File: src/rtl/core/sae_pkg.sv
// Shared types, constants and field widths for the sensor alarm edge monitor.
package sae_pkg;

    localparam int IDX_W      = 6;
    localparam int IDX_RANGE  = 2 ** IDX_W;
    localparam int IDX_EXT_W  = 13;
    localparam int KIND_W     = 2;
    localparam int VAL_W      = 24;
    localparam int AGE_W      = 32;
    localparam int MASK_W     = 4;
    localparam int CFG_IDX_W  = 3;
    localparam int CFG_DATA_W = 32;

    localparam int SAE_SENSORS = 64;

    // Alarm bit positions in every mask
    localparam int BIT_TIMEOUT  = 0;
    localparam int BIT_INVALID  = 1;
    localparam int BIT_HIGHTEMP = 2;
    localparam int BIT_HUMIDITY = 3;

    typedef enum logic [KIND_W-1:0] {
        KIND_OTHER    = 2'd0,
        KIND_TEMP     = 2'd1,
        KIND_HUMIDITY = 2'd2
    } kind_t;

    typedef enum logic [CFG_IDX_W-1:0] {
        REG_TEMP_HIGH = 3'd0,
        REG_HUM_LOW   = 3'd1,
        REG_HUM_HIGH  = 3'd2,
        REG_TIMEOUT   = 3'd3,
        REG_SANE_LOW  = 3'd4,
        REG_SANE_HIGH = 3'd5
    } cfg_reg_t;

    localparam logic signed [VAL_W-1:0] RST_TEMP_HIGH = 24'sd8960;
    localparam logic signed [VAL_W-1:0] RST_HUM_LOW   = 24'sd5120;
    localparam logic signed [VAL_W-1:0] RST_HUM_HIGH  = 24'sd17920;
    localparam logic [AGE_W-1:0]        RST_TIMEOUT   = 32'd300;
    localparam logic signed [VAL_W-1:0] RST_SANE_LOW  = -24'sd12800;
    localparam logic signed [VAL_W-1:0] RST_SANE_HIGH = 24'sd256000;

    typedef struct packed {
        logic signed [VAL_W-1:0] temp_high;
        logic signed [VAL_W-1:0] hum_low;
        logic signed [VAL_W-1:0] hum_high;
        logic [AGE_W-1:0]        timeout;
        logic signed [VAL_W-1:0] sane_low;
        logic signed [VAL_W-1:0] sane_high;
    } limits_t;

    typedef struct packed {
        logic [MASK_W-1:0] eval;
        logic [MASK_W-1:0] cond;
    } flag_upd_t;

endpackage

File: src/rtl/core/sae_ram.sv
// Generic single-write, single-read RAM with registered read data.
module sae_ram #(
    parameter int WIDTH = 4,
    parameter int DEPTH = 64,
    localparam int AW   = (DEPTH > 1) ? $clog2(DEPTH) : 1
) (
    input  logic             clk,
    input  logic             we,
    input  logic [AW-1:0]    waddr,
    input  logic [WIDTH-1:0] wdata,
    input  logic             re,
    input  logic [AW-1:0]    raddr,
    output logic [WIDTH-1:0] rdata
);

    logic [WIDTH-1:0] mem [DEPTH];
    logic [WIDTH-1:0] rdata_reg;

    always_ff @(posedge clk)
    begin
        if (we)
        begin
            mem[waddr] <= wdata;
        end
        if (re)
        begin
            rdata_reg <= mem[raddr];
        end
    end

    assign rdata = rdata_reg;

endmodule

File: src/rtl/core/sae_cfg.sv
// Limit registers written through the plain configuration port.
module sae_cfg
    import sae_pkg::*;
(
    input  logic                  clk,
    input  logic                  rst_n,
    input  logic                  cfg_write,
    input  logic [CFG_IDX_W-1:0]  cfg_index,
    input  logic [CFG_DATA_W-1:0] cfg_data,
    output limits_t               limits
);

    limits_t lim_reg;
    limits_t lim_next;

    always_comb
    begin
        lim_next = lim_reg;
        if (cfg_write)
        begin
            unique case (cfg_index)
                REG_TEMP_HIGH: lim_next.temp_high = cfg_data[VAL_W-1:0];
                REG_HUM_LOW:   lim_next.hum_low   = cfg_data[VAL_W-1:0];
                REG_HUM_HIGH:  lim_next.hum_high  = cfg_data[VAL_W-1:0];
                REG_TIMEOUT:   lim_next.timeout   = cfg_data[AGE_W-1:0];
                REG_SANE_LOW:  lim_next.sane_low  = cfg_data[VAL_W-1:0];
                REG_SANE_HIGH: lim_next.sane_high = cfg_data[VAL_W-1:0];
                default:       lim_next = lim_reg;
            endcase
        end
    end

    always_ff @(posedge clk or negedge rst_n)
    begin
        if (!rst_n)
        begin
            lim_reg.temp_high <= RST_TEMP_HIGH;
            lim_reg.hum_low   <= RST_HUM_LOW;
            lim_reg.hum_high  <= RST_HUM_HIGH;
            lim_reg.timeout   <= RST_TIMEOUT;
            lim_reg.sane_low  <= RST_SANE_LOW;
            lim_reg.sane_high <= RST_SANE_HIGH;
        end
        else
        begin
            lim_reg <= lim_next;
        end
    end

    assign limits = lim_reg;

endmodule

File: src/rtl/core/sae_eval.sv
// Alarm condition evaluation: which alarms apply and which are true for one request.
module sae_eval
    import sae_pkg::*;
(
    input  logic [KIND_W-1:0]       sensor_kind,
    input  logic                    reading_found,
    input  logic                    reading_numeric,
    input  logic signed [VAL_W-1:0] reading_value,
    input  logic [AGE_W-1:0]        reading_age,
    input  limits_t                 limits,
    output flag_upd_t               upd
);

    logic invalid;

    always_comb
    begin
        invalid = !reading_numeric || (reading_value < limits.sane_low) ||
                  (reading_value > limits.sane_high);

        upd.eval = '0;
        upd.cond = '0;

        upd.eval[BIT_TIMEOUT] = 1'b1;
        upd.cond[BIT_TIMEOUT] = !reading_found || (reading_age > limits.timeout);

        if (reading_found)
        begin
            upd.eval[BIT_INVALID] = 1'b1;
            upd.cond[BIT_INVALID] = invalid;
            priority if (sensor_kind == KIND_TEMP)
            begin
                upd.eval[BIT_HIGHTEMP] = 1'b1;
                upd.cond[BIT_HIGHTEMP] = !invalid && (reading_value > limits.temp_high);
            end
            else if (sensor_kind == KIND_HUMIDITY)
            begin
                upd.eval[BIT_HUMIDITY] = 1'b1;
                upd.cond[BIT_HUMIDITY] = !invalid && ((reading_value < limits.hum_low) ||
                                                      (reading_value > limits.hum_high));
            end
            else
            begin
                // other kinds keep their kind-specific flags
                upd.eval[BIT_HIGHTEMP] = 1'b0;
            end
        end
    end

endmodule

File: src/rtl/core/sensor_alarm_edge_monitor.sv
// Top level: open-flag table read-modify-write with forwarding and output register.
// Path: stage 1 (flag-table read), then the output register; both hold while stalled.
// Throughput: one request per cycle while not stalled, set by the single flag-table
// read-modify-write; a write forward covers back-to-back requests for the same sensor.
// Reset: per-entry valid bits clear at once, so every flag reads zero; limits take defaults.
// The block accepts requests in the first cycle after reset; no clearing pass.
module sensor_alarm_edge_monitor
    import sae_pkg::*;
#(
    parameter int SENSORS = SAE_SENSORS
) (
    input  logic                    clk,
    input  logic                    rst_n,

    input  logic                    in_valid,
    output logic                    in_stall,
    input  logic [IDX_W-1:0]        sensor_index,
    input  logic [KIND_W-1:0]       sensor_kind,
    input  logic                    reading_found,
    input  logic                    reading_numeric,
    input  logic signed [VAL_W-1:0] reading_value,
    input  logic [AGE_W-1:0]        reading_age,

    output logic                    out_valid,
    input  logic                    out_stall,
    output logic [IDX_W-1:0]        alarm_sensor,
    output logic [MASK_W-1:0]       opened_mask,
    output logic [MASK_W-1:0]       cleared_mask,
    output logic [MASK_W-1:0]       active_mask,

    input  logic                    cfg_write,
    input  logic [CFG_IDX_W-1:0]    cfg_index,
    input  logic [CFG_DATA_W-1:0]   cfg_data
);

    // Only indices that the input field can carry are ever stored.
    localparam int DEPTH = (SENSORS < IDX_RANGE) ? SENSORS : IDX_RANGE;
    localparam int AW    = (DEPTH > 1) ? $clog2(DEPTH) : 1;

    limits_t   limits;
    flag_upd_t upd;

    logic advance;
    logic accept;
    logic in_range;

    // stage 1: waiting for the flag-table read
    logic              s1_valid_reg;
    logic [IDX_W-1:0]  s1_idx_reg;
    logic              s1_in_range_reg;
    flag_upd_t         s1_upd_reg;

    // last flag-table write, for forwarding
    logic              fwd_valid_reg;
    logic [AW-1:0]     fwd_addr_reg;
    logic [MASK_W-1:0] fwd_data_reg;

    logic [DEPTH-1:0]  vld_reg;

    logic              out_valid_reg;
    logic [IDX_W-1:0]  out_idx_reg;
    logic [MASK_W-1:0] opened_reg;
    logic [MASK_W-1:0] cleared_reg;
    logic [MASK_W-1:0] active_reg;

    logic [AW-1:0]     s1_addr;
    logic [MASK_W-1:0] ram_rdata;
    logic [MASK_W-1:0] old_flags;
    logic [MASK_W-1:0] new_flags;
    logic              wr_en;

    sae_cfg u_cfg (
        .clk       (clk),
        .rst_n     (rst_n),
        .cfg_write (cfg_write),
        .cfg_index (cfg_index),
        .cfg_data  (cfg_data),
        .limits    (limits)
    );

    sae_eval u_eval (
        .sensor_kind     (sensor_kind),
        .reading_found   (reading_found),
        .reading_numeric (reading_numeric),
        .reading_value   (reading_value),
        .reading_age     (reading_age),
        .limits          (limits),
        .upd             (upd)
    );

    assign advance  = !out_valid_reg || !out_stall;
    assign in_stall = !advance;
    assign accept   = in_valid && advance;
    assign in_range = {{(IDX_EXT_W-IDX_W){1'b0}}, sensor_index} < IDX_EXT_W'(SENSORS);

    assign s1_addr = s1_idx_reg[AW-1:0];
    assign wr_en   = advance && s1_valid_reg && s1_in_range_reg;

    always_comb
    begin
        priority if (!s1_in_range_reg)
        begin
            old_flags = '0;
        end
        else if (fwd_valid_reg && (fwd_addr_reg == s1_addr))
        begin
            old_flags = fwd_data_reg;
        end
        else if (vld_reg[s1_addr])
        begin
            old_flags = ram_rdata;
        end
        else
        begin
            old_flags = '0;
        end
        new_flags = s1_in_range_reg ?
                    ((old_flags & ~s1_upd_reg.eval) | (s1_upd_reg.cond & s1_upd_reg.eval)) :
                    '0;
    end

    sae_ram #(
        .WIDTH (MASK_W),
        .DEPTH (DEPTH)
    ) u_flags (
        .clk   (clk),
        .we    (wr_en),
        .waddr (s1_addr),
        .wdata (new_flags),
        .re    (accept && in_range),
        .raddr (sensor_index[AW-1:0]),
        .rdata (ram_rdata)
    );

    always_ff @(posedge clk or negedge rst_n)
    begin
        if (!rst_n)
        begin
            s1_valid_reg  <= 1'b0;
            fwd_valid_reg <= 1'b0;
            out_valid_reg <= 1'b0;
            vld_reg       <= '0;
        end
        else if (advance)
        begin
            s1_valid_reg  <= accept;
            fwd_valid_reg <= wr_en;
            out_valid_reg <= s1_valid_reg;
            if (wr_en)
            begin
                vld_reg[s1_addr] <= 1'b1;
            end
        end
    end

    always_ff @(posedge clk)
    begin
        if (advance)
        begin
            s1_idx_reg      <= sensor_index;
            s1_in_range_reg <= in_range;
            s1_upd_reg      <= upd;
            fwd_addr_reg    <= s1_addr;
            fwd_data_reg    <= new_flags;
            out_idx_reg     <= s1_idx_reg;
            opened_reg      <= new_flags & ~old_flags;
            cleared_reg     <= old_flags & ~new_flags;
            active_reg      <= new_flags;
        end
    end

    assign out_valid    = out_valid_reg;
    assign alarm_sensor = out_idx_reg;
    assign opened_mask  = opened_reg;
    assign cleared_mask = cleared_reg;
    assign active_mask  = active_reg;

endmodule

File: config.mk
export PLATFORM = sky130hd
export DESIGN_NAME = sensor_alarm_edge_monitor
export DESIGN_NICKNAME = d
export VERILOG_FILES = /design/src/rtl/core/sae_pkg.sv /design/src/rtl/core/sae_ram.sv /design/src/rtl/core/sae_cfg.sv /design/src/rtl/core/sae_eval.sv /design/src/rtl/core/sensor_alarm_edge_monitor.sv
export SDC_FILE = /design/constraint.sdc
export NUM_CORES = 1
export LEC_CHECK = 0
export BUFFER_PORTS_ARGS = -buffer_cell sky130_fd_sc_hd__clkbuf_2
export CAP_MARGIN = 20
export CORE_MARGIN = 4
export CORE_UTILIZATION = 53
export CTS_CLUSTER_DIAMETER = 50
export DETAILED_ROUTE_END_ITERATION = 12
export PLACE_DENSITY = 0.69
export SLEW_MARGIN = 25
export SYNTH_ARGS = -nofsm -noshare
export SYNTH_HDL_FRONTEND = slang
export SYNTH_SLANG_ARGS = --single-unit
export TNS_END_PERCENT = 30
File: constraint.sdc
create_clock -name clk -period 10.2 [get_ports clk]
set_input_delay 0.51 -clock clk [delete_from_list [all_inputs] [get_ports clk]]
set_output_delay 0.51 -clock clk [all_outputs]
set_load 0.01 [all_outputs]
-- Yosys cells after proc, flatten, opt, wreduce, memory -nomap -nowiden
Memories as Yosys holds them, arrays and structs flattened. A register that Yosys moved wholly into a read port is not among the register bits.
Index checks and enable logic that the tools add are counted.
- reductions and logical operators: 28
- order comparisons: 8
- bitwise operators: 11
- mux-type cells: 11
- eq/ne operators: 8
- operators with widths (cell ; number):
    greater-than comparator 24 bit ; 3
    OR 64 bit ; 1
    < comparator 24 bit ; 2
    greater-than comparator 32 bit ; 1
    AND 4 bit ; 4
    AND reduction 2 bit ; 8
    NOT 4 bit ; 3
    2-to-1 mux 4 bit ; 2
    < comparator 6 x 7 -> 1 bit (second input constant) ; 1
    2-to-1 mux 1 bit ; 7
    binary-select mux 1 bit (select 6 bit) ; 1
    demux 1 bit (select 6 bit) ; 1
    equality test 3 x 2 -> 1 bit (second input constant) ; 2
    equality test 3 bit (second input constant) ; 2
    equality test 6 bit ; 1
    >= comparator 6 x 1 -> 1 bit (second input constant) ; 1
    logical AND 1 bit ; 6
    zero test 1 bit ; 6
    logical OR 1 bit ; 5
    OR 4 bit ; 1
    equality test 3 x 1 -> 1 bit (second input constant) ; 1
    zero test 3 bit ; 1
    OR reduction 3 bit ; 1
    equality test 2 x 1 -> 1 bit (second input constant) ; 1
    other kinds (3) ; 4
- output and inout bits: 20
- memories: 1
- register bits: 250
- bits in writable memories: 256
- word-level logic and storage cells: 89
- bits of input ports: 106
- memories (name ; depth ; width ; read ports ; clocked after Yosys merged registers in ; wr ports ; line ; source):
    u_flags.mem ; 64 ; 4 ; 1 ; 1 ; 1 ; sae_ram.sv:16 ; logic [WIDTH-1:0] mem [DEPTH];

-- Logic depth before layout (Yosys ltp)
- word-level depth: 8
- gate-level depth with buffers: 10
- mapped depth without buffers: 9

-- Hierarchy
Synthesis repeated with hierarchy kept, for this count alone.
- cells, all modules: 1767
- area total of the unflattened synthesis: 24808.8 µm²
- modules (own cells, without submodules) (module ; area an instance (µm²) ; sequential area each (µm²) ; cells each ; instances):
    sae_ram ; 10447.5 ; 7807.5 ; 521 ; 1
    sae_cfg ; 6018.3 ; 3842.4 ; 327 ; 1
    sensor_alarm_edge_monitor ; 4458.0 ; 2637.5 ; 364 ; 1
    sae_eval ; 3885.0 ; 0.0 ; 555 ; 1

-- Worst setup path after synthesis
OpenSTA, ideal clock, no wires.
- kind: reg-to-reg
- start: register s1_idx_reg[4], in the netlist s1_addr[4]
- end: register active_reg[1], in the netlist active_mask[1], data pin
- path slack: 5132 ps
- path buffers: 2
- data required time: 9469 ps
- library setup time: 731 ps
- arrival: 4337 ps
- stages on the path, launching flop included: 9
- period minus slack after synthesis: 5068 ps
- cells stage by stage: edfxtp_1 -> clkbuf_1 -> or3b_2 -> clkbuf_1 -> a41oi_1 -> a211oi_1 -> nand2_1 -> a31oi_1 -> a21boi_0
- longest elaborated chain between the ends: 6
- elaborated cells between the ends (all ways): 8
- classes of those cells: 1 x eq/ne; 4 x mux; 2 x bitwise; 1 x reduce/logical
- ends and longest elaborated chain (what ; line ; source):
    start, declared ; sensor_alarm_edge_monitor.sv:49 ; logic [IDX_W-1:0] s1_idx_reg;
    start signal, assigned ; sensor_alarm_edge_monitor.sv:160 ; s1_idx_reg <= sensor_index;
    binary-select mux 1 bit (select 6 bit) ; sensor_alarm_edge_monitor.sv:109 ; else if (vld_reg[s1_addr])
    2-to-1 mux 1 bit (implied by the code) ; sensor_alarm_edge_monitor.sv:109 ;
    2-to-1 mux 4 bit ; sensor_alarm_edge_monitor.sv:109 ;
    2-to-1 mux 4 bit * ; sensor_alarm_edge_monitor.sv:105 ; else if (fwd_valid_reg && (fwd_addr_reg == s1_addr))
    AND 4 bit * ; sensor_alarm_edge_monitor.sv:118 ; ((old_flags & ~s1_upd_reg.eval) | (s1_upd_reg.cond & s1_upd_reg.eval)) :
    OR 4 bit * ; sensor_alarm_edge_monitor.sv:118 ;
    net new_flags[1] ; sensor_alarm_edge_monitor.sv:69 ; logic [MASK_W-1:0] new_flags;
    end signal, assigned ; sensor_alarm_edge_monitor.sv:168 ; active_reg <= new_flags;
    end, declared ; sensor_alarm_edge_monitor.sv:64 ; logic [MASK_W-1:0] active_reg;
The timed path passes the listed nets; every way through them passes the cells marked *. The select of a mux whose other input is x is not followed.
A chain may end at the register's enable or synchronous reset.

-- Final worst setup path
- start: register s1_idx_reg[2], in the netlist s1_addr[2]
- end: memory u_flags.mem[61][2], data pin
- longest elaborated chain between the ends: 6
- elaborated cells between the ends (all ways): 8
- classes of those cells: 1 x eq/ne; 4 x mux; 2 x bitwise; 1 x reduce/logical
- ends and longest elaborated chain (what ; line):
    binary-select mux 1 bit (select 6 bit) ; sensor_alarm_edge_monitor.sv:109
    2-to-1 mux 1 bit (implied by the code) ; sensor_alarm_edge_monitor.sv:109
    2-to-1 mux 4 bit ; sensor_alarm_edge_monitor.sv:109
    2-to-1 mux 4 bit * ; sensor_alarm_edge_monitor.sv:105
    AND 4 bit * ; sensor_alarm_edge_monitor.sv:118
    OR 4 bit * ; sensor_alarm_edge_monitor.sv:118
    net new_flags[2] ; sensor_alarm_edge_monitor.sv:69
    end, declared ; sae_ram.sv:16
Marks and branches as above.

==> flow_metrics.tcl <==
set metrics [dict create \
    hold_class "input port to flip-flop" \
    htreeDepth 2 \
    end_kind "flip-flop" \
    die_height_um 218 \
    grt.overflow.total 0 \
    post-route-period-util 0.405 \
    postSynthCellCount 1695 \
    nets 2096 \
    reg2reg_slack_ps 6070 \
    syn_to_final_growth_pct 13.6 \
    dieArea_um2 47400 \
    cts_sinks 510 \
    wl_mm 55.7 \
    timing.rr.end "u_flags.mem[61][2]" \
    clock.fmax_mhz 242 \
    vias_per_cell 5.76 \
    cts_setup_buffers 0 \
    yosys_warnings 0 \
    stdcell_count 2472 \
    numPortBuffers 125 \
    cts_tree "done" \
    fin_crit_ps 4130 \
    yosysSeqAreaShare 0.611 \
    power_density_nw_per_um2 207 \
    rsz0062_at_grt "no" \
    timing.rr.start "s1_addr[2]" \
    slew_violations 0 \
    dieWidth_um 218 \
    synth_ff_type "edfxtp_1" \
    arrival_ps 4440 \
    dp_hpwl_mm 39.0 \
    status "finished clean" \
    grt_start_max_net_pins 100 \
    post_drt_wl_per_cell_um 22.5 \
    syn-cell-area_um2 23300 \
    drive_above_1_share 0.261 \
    globalplace.congestion 0.910 \
    dr.pass1.iters 6 \
    worst-path-max-fanout 33 \
    hold_violations 0 \
    ir_drop_uv 139 \
    remaining_drc_errors 0 \
    final.setup.worst_slack_ps 6070 \
    grt_pass1_wl_mm 86.3 \
    final-setup-viol-count 0 \
    final_util 0.612 \
    grt_pass1_vias 14900 \
    crit_type "flip-flop to flip-flop" \
    synth_edf_count 291 \
    syn_nets 1951 \
    yosysUniqueCellTypes 63 \
    fin_setup_tns_ps 0 \
    place_area_um2 24600 \
    cp.required_ps 10500 \
    clk_pin_slew_ps 60 \
    skew_ps 21.1 \
    drtIter0Drc 1064 \
    core-area_um2 43300 \
    worstRegToRegCells 8 \
    boundaryPins 126 \
    cp-start-kind "flip-flop" \
    ant_nets 0 \
    crit_end "u_flags.mem[61][2]" \
    num_vias 14200 \
    start_util 0.539 \
    antenna_found_initial 3 \
    async_flop_share 0.429 \
    ctsRootBufferMaster "clkbuf_16" \
    placementRows 76 \
    cts_made_buffers 56 \
    tightest_slew_ps 1030 \
    grtUsageTotal 0.239 \
    finalInstanceArea_um2 26500 \
    largest_reg_flops 256 \
    synth_seq_cells 510 \
    place_ws_ps 6160 \
    p_leak_nw 10.8 \
    clock_latency_ps 600 \
    avgSynthCellArea_um2 13.8 \
    clockBufferDepth 3 \
    slew_headroom 0.311 \
    drv_cap 0 \
    place_inst 2365 \
    crit_start "s1_addr[2]" \
]
## cell families (layout without fill, tap and decap cells)
family          after synthesis  after routing  synth area share
buf+inv                     215            404            0.0360
flops                       510            510             0.611
mux                         166            166             0.124
simple gates                410            410            0.0858
xor+xnor                      6              6           0.00225
compound gates              238            238            0.0602
fa+ha+maj                   150            150            0.0805
other cells                   0              3                 0
## where the power goes
part           internal, mW  leakage, nW  switching (mW)
combinational         0.380         4.62           0.494
clock                  1.19        0.886           0.836
sequential             2.47         5.34           0.122
## routing by layer
layer / part of all wire / GRT usage
met5: 0 / 0
met4: 0.033 / 0.0849
met3: 0.063 / 0.0403
met2: 0.50 / 0.406
met1: 0.40 / 0.316
## metrics by stage
step / hold WS [ps] / total power [mW]
after floorplan: 214 / 3.18
after global placement: 448 / 3.46
after detailed placement: 452 / 3.51
after CTS: 113 / 5.53
after global routing: 133 / 5.76
final: 139 / 5.49
## cell usage in the layout, fill, tap and decap left out, types with 12 or more instances in the layout
cell / synthesis / layout
nand3_1: 23 / 23
buf_4: 3 / 17
nor2_1: 92 / 92
nand4_1: 28 / 28
nand2_1: 134 / 134
clkbuf_2: 1 / 123
mux2_2: 63 / 63
clkbuf_16: 0 / 57
edfxtp_1: 291 / 291
inv_1: 158 / 158
or2_2: 66 / 66
o21ai_0: 114 / 114
a21o_1: 16 / 16
dfrtp_1: 188 / 188
dfstp_2: 31 / 31
nor2b_1: 12 / 12
a21oi_1: 46 / 46
ha_1: 150 / 150
mux4_2: 92 / 92
## cells in the mapped netlist, drive strengths merged, types with 23 or more instances
cell    instances  area share
edfxtp        291        0.37
nor2           92       0.015
ha            150       0.080
dfstp          31       0.035
dfrtp         188        0.20
o21ai         114       0.024
nand2         134       0.022
clkbuf         39      0.0063
mux4           92       0.089
or2            66       0.018
nand3          23      0.0049
a21oi          46      0.0099
inv           158       0.025
nand4          28      0.0075
mux2           63       0.030
## layout make-up
cell class	instances	area, um^2
Antenna cell	3	7.51
Clock buffer	66	1470
Clock inverter	36	373
Fill cell	3317	16800
Inverter	159	597
Multi-Input combinational cell	970	8280
Sequential cell	510	14300
Tap cell	585	732
Timing Repair Buffer	143	783
## what timing repair did
item	in CTS	in global routing
hold buffers	1	0
gates resized for setup	0	0
hold endpoints to repair	25	0
## worst min path at each step
stage                     cells past startpoint               end          from
after floorplan                               0     fwd_valid_reg         rst_n
after global placement                        1       vld_reg[52]   vld_reg[52]
after detailed placement                      1       vld_reg[52]   vld_reg[52]
after CTS                                     2  u_cfg.limits[78]  cfg_data[30]
after global routing                          2  u_cfg.limits[78]  cfg_data[30]
final                                         2  u_cfg.limits[78]  cfg_data[30]
## critical path, stage by stage, from the launching register on
cell and delay, ps:
edfxtp_1 950, clkinv_1 530, a31o_2 360, a22o_1 170, a2111oi_0 440, nand2_1 230
a31oi_1 480, a21boi_4 300, buf_4 330
(Power assumes the default switching activity.)
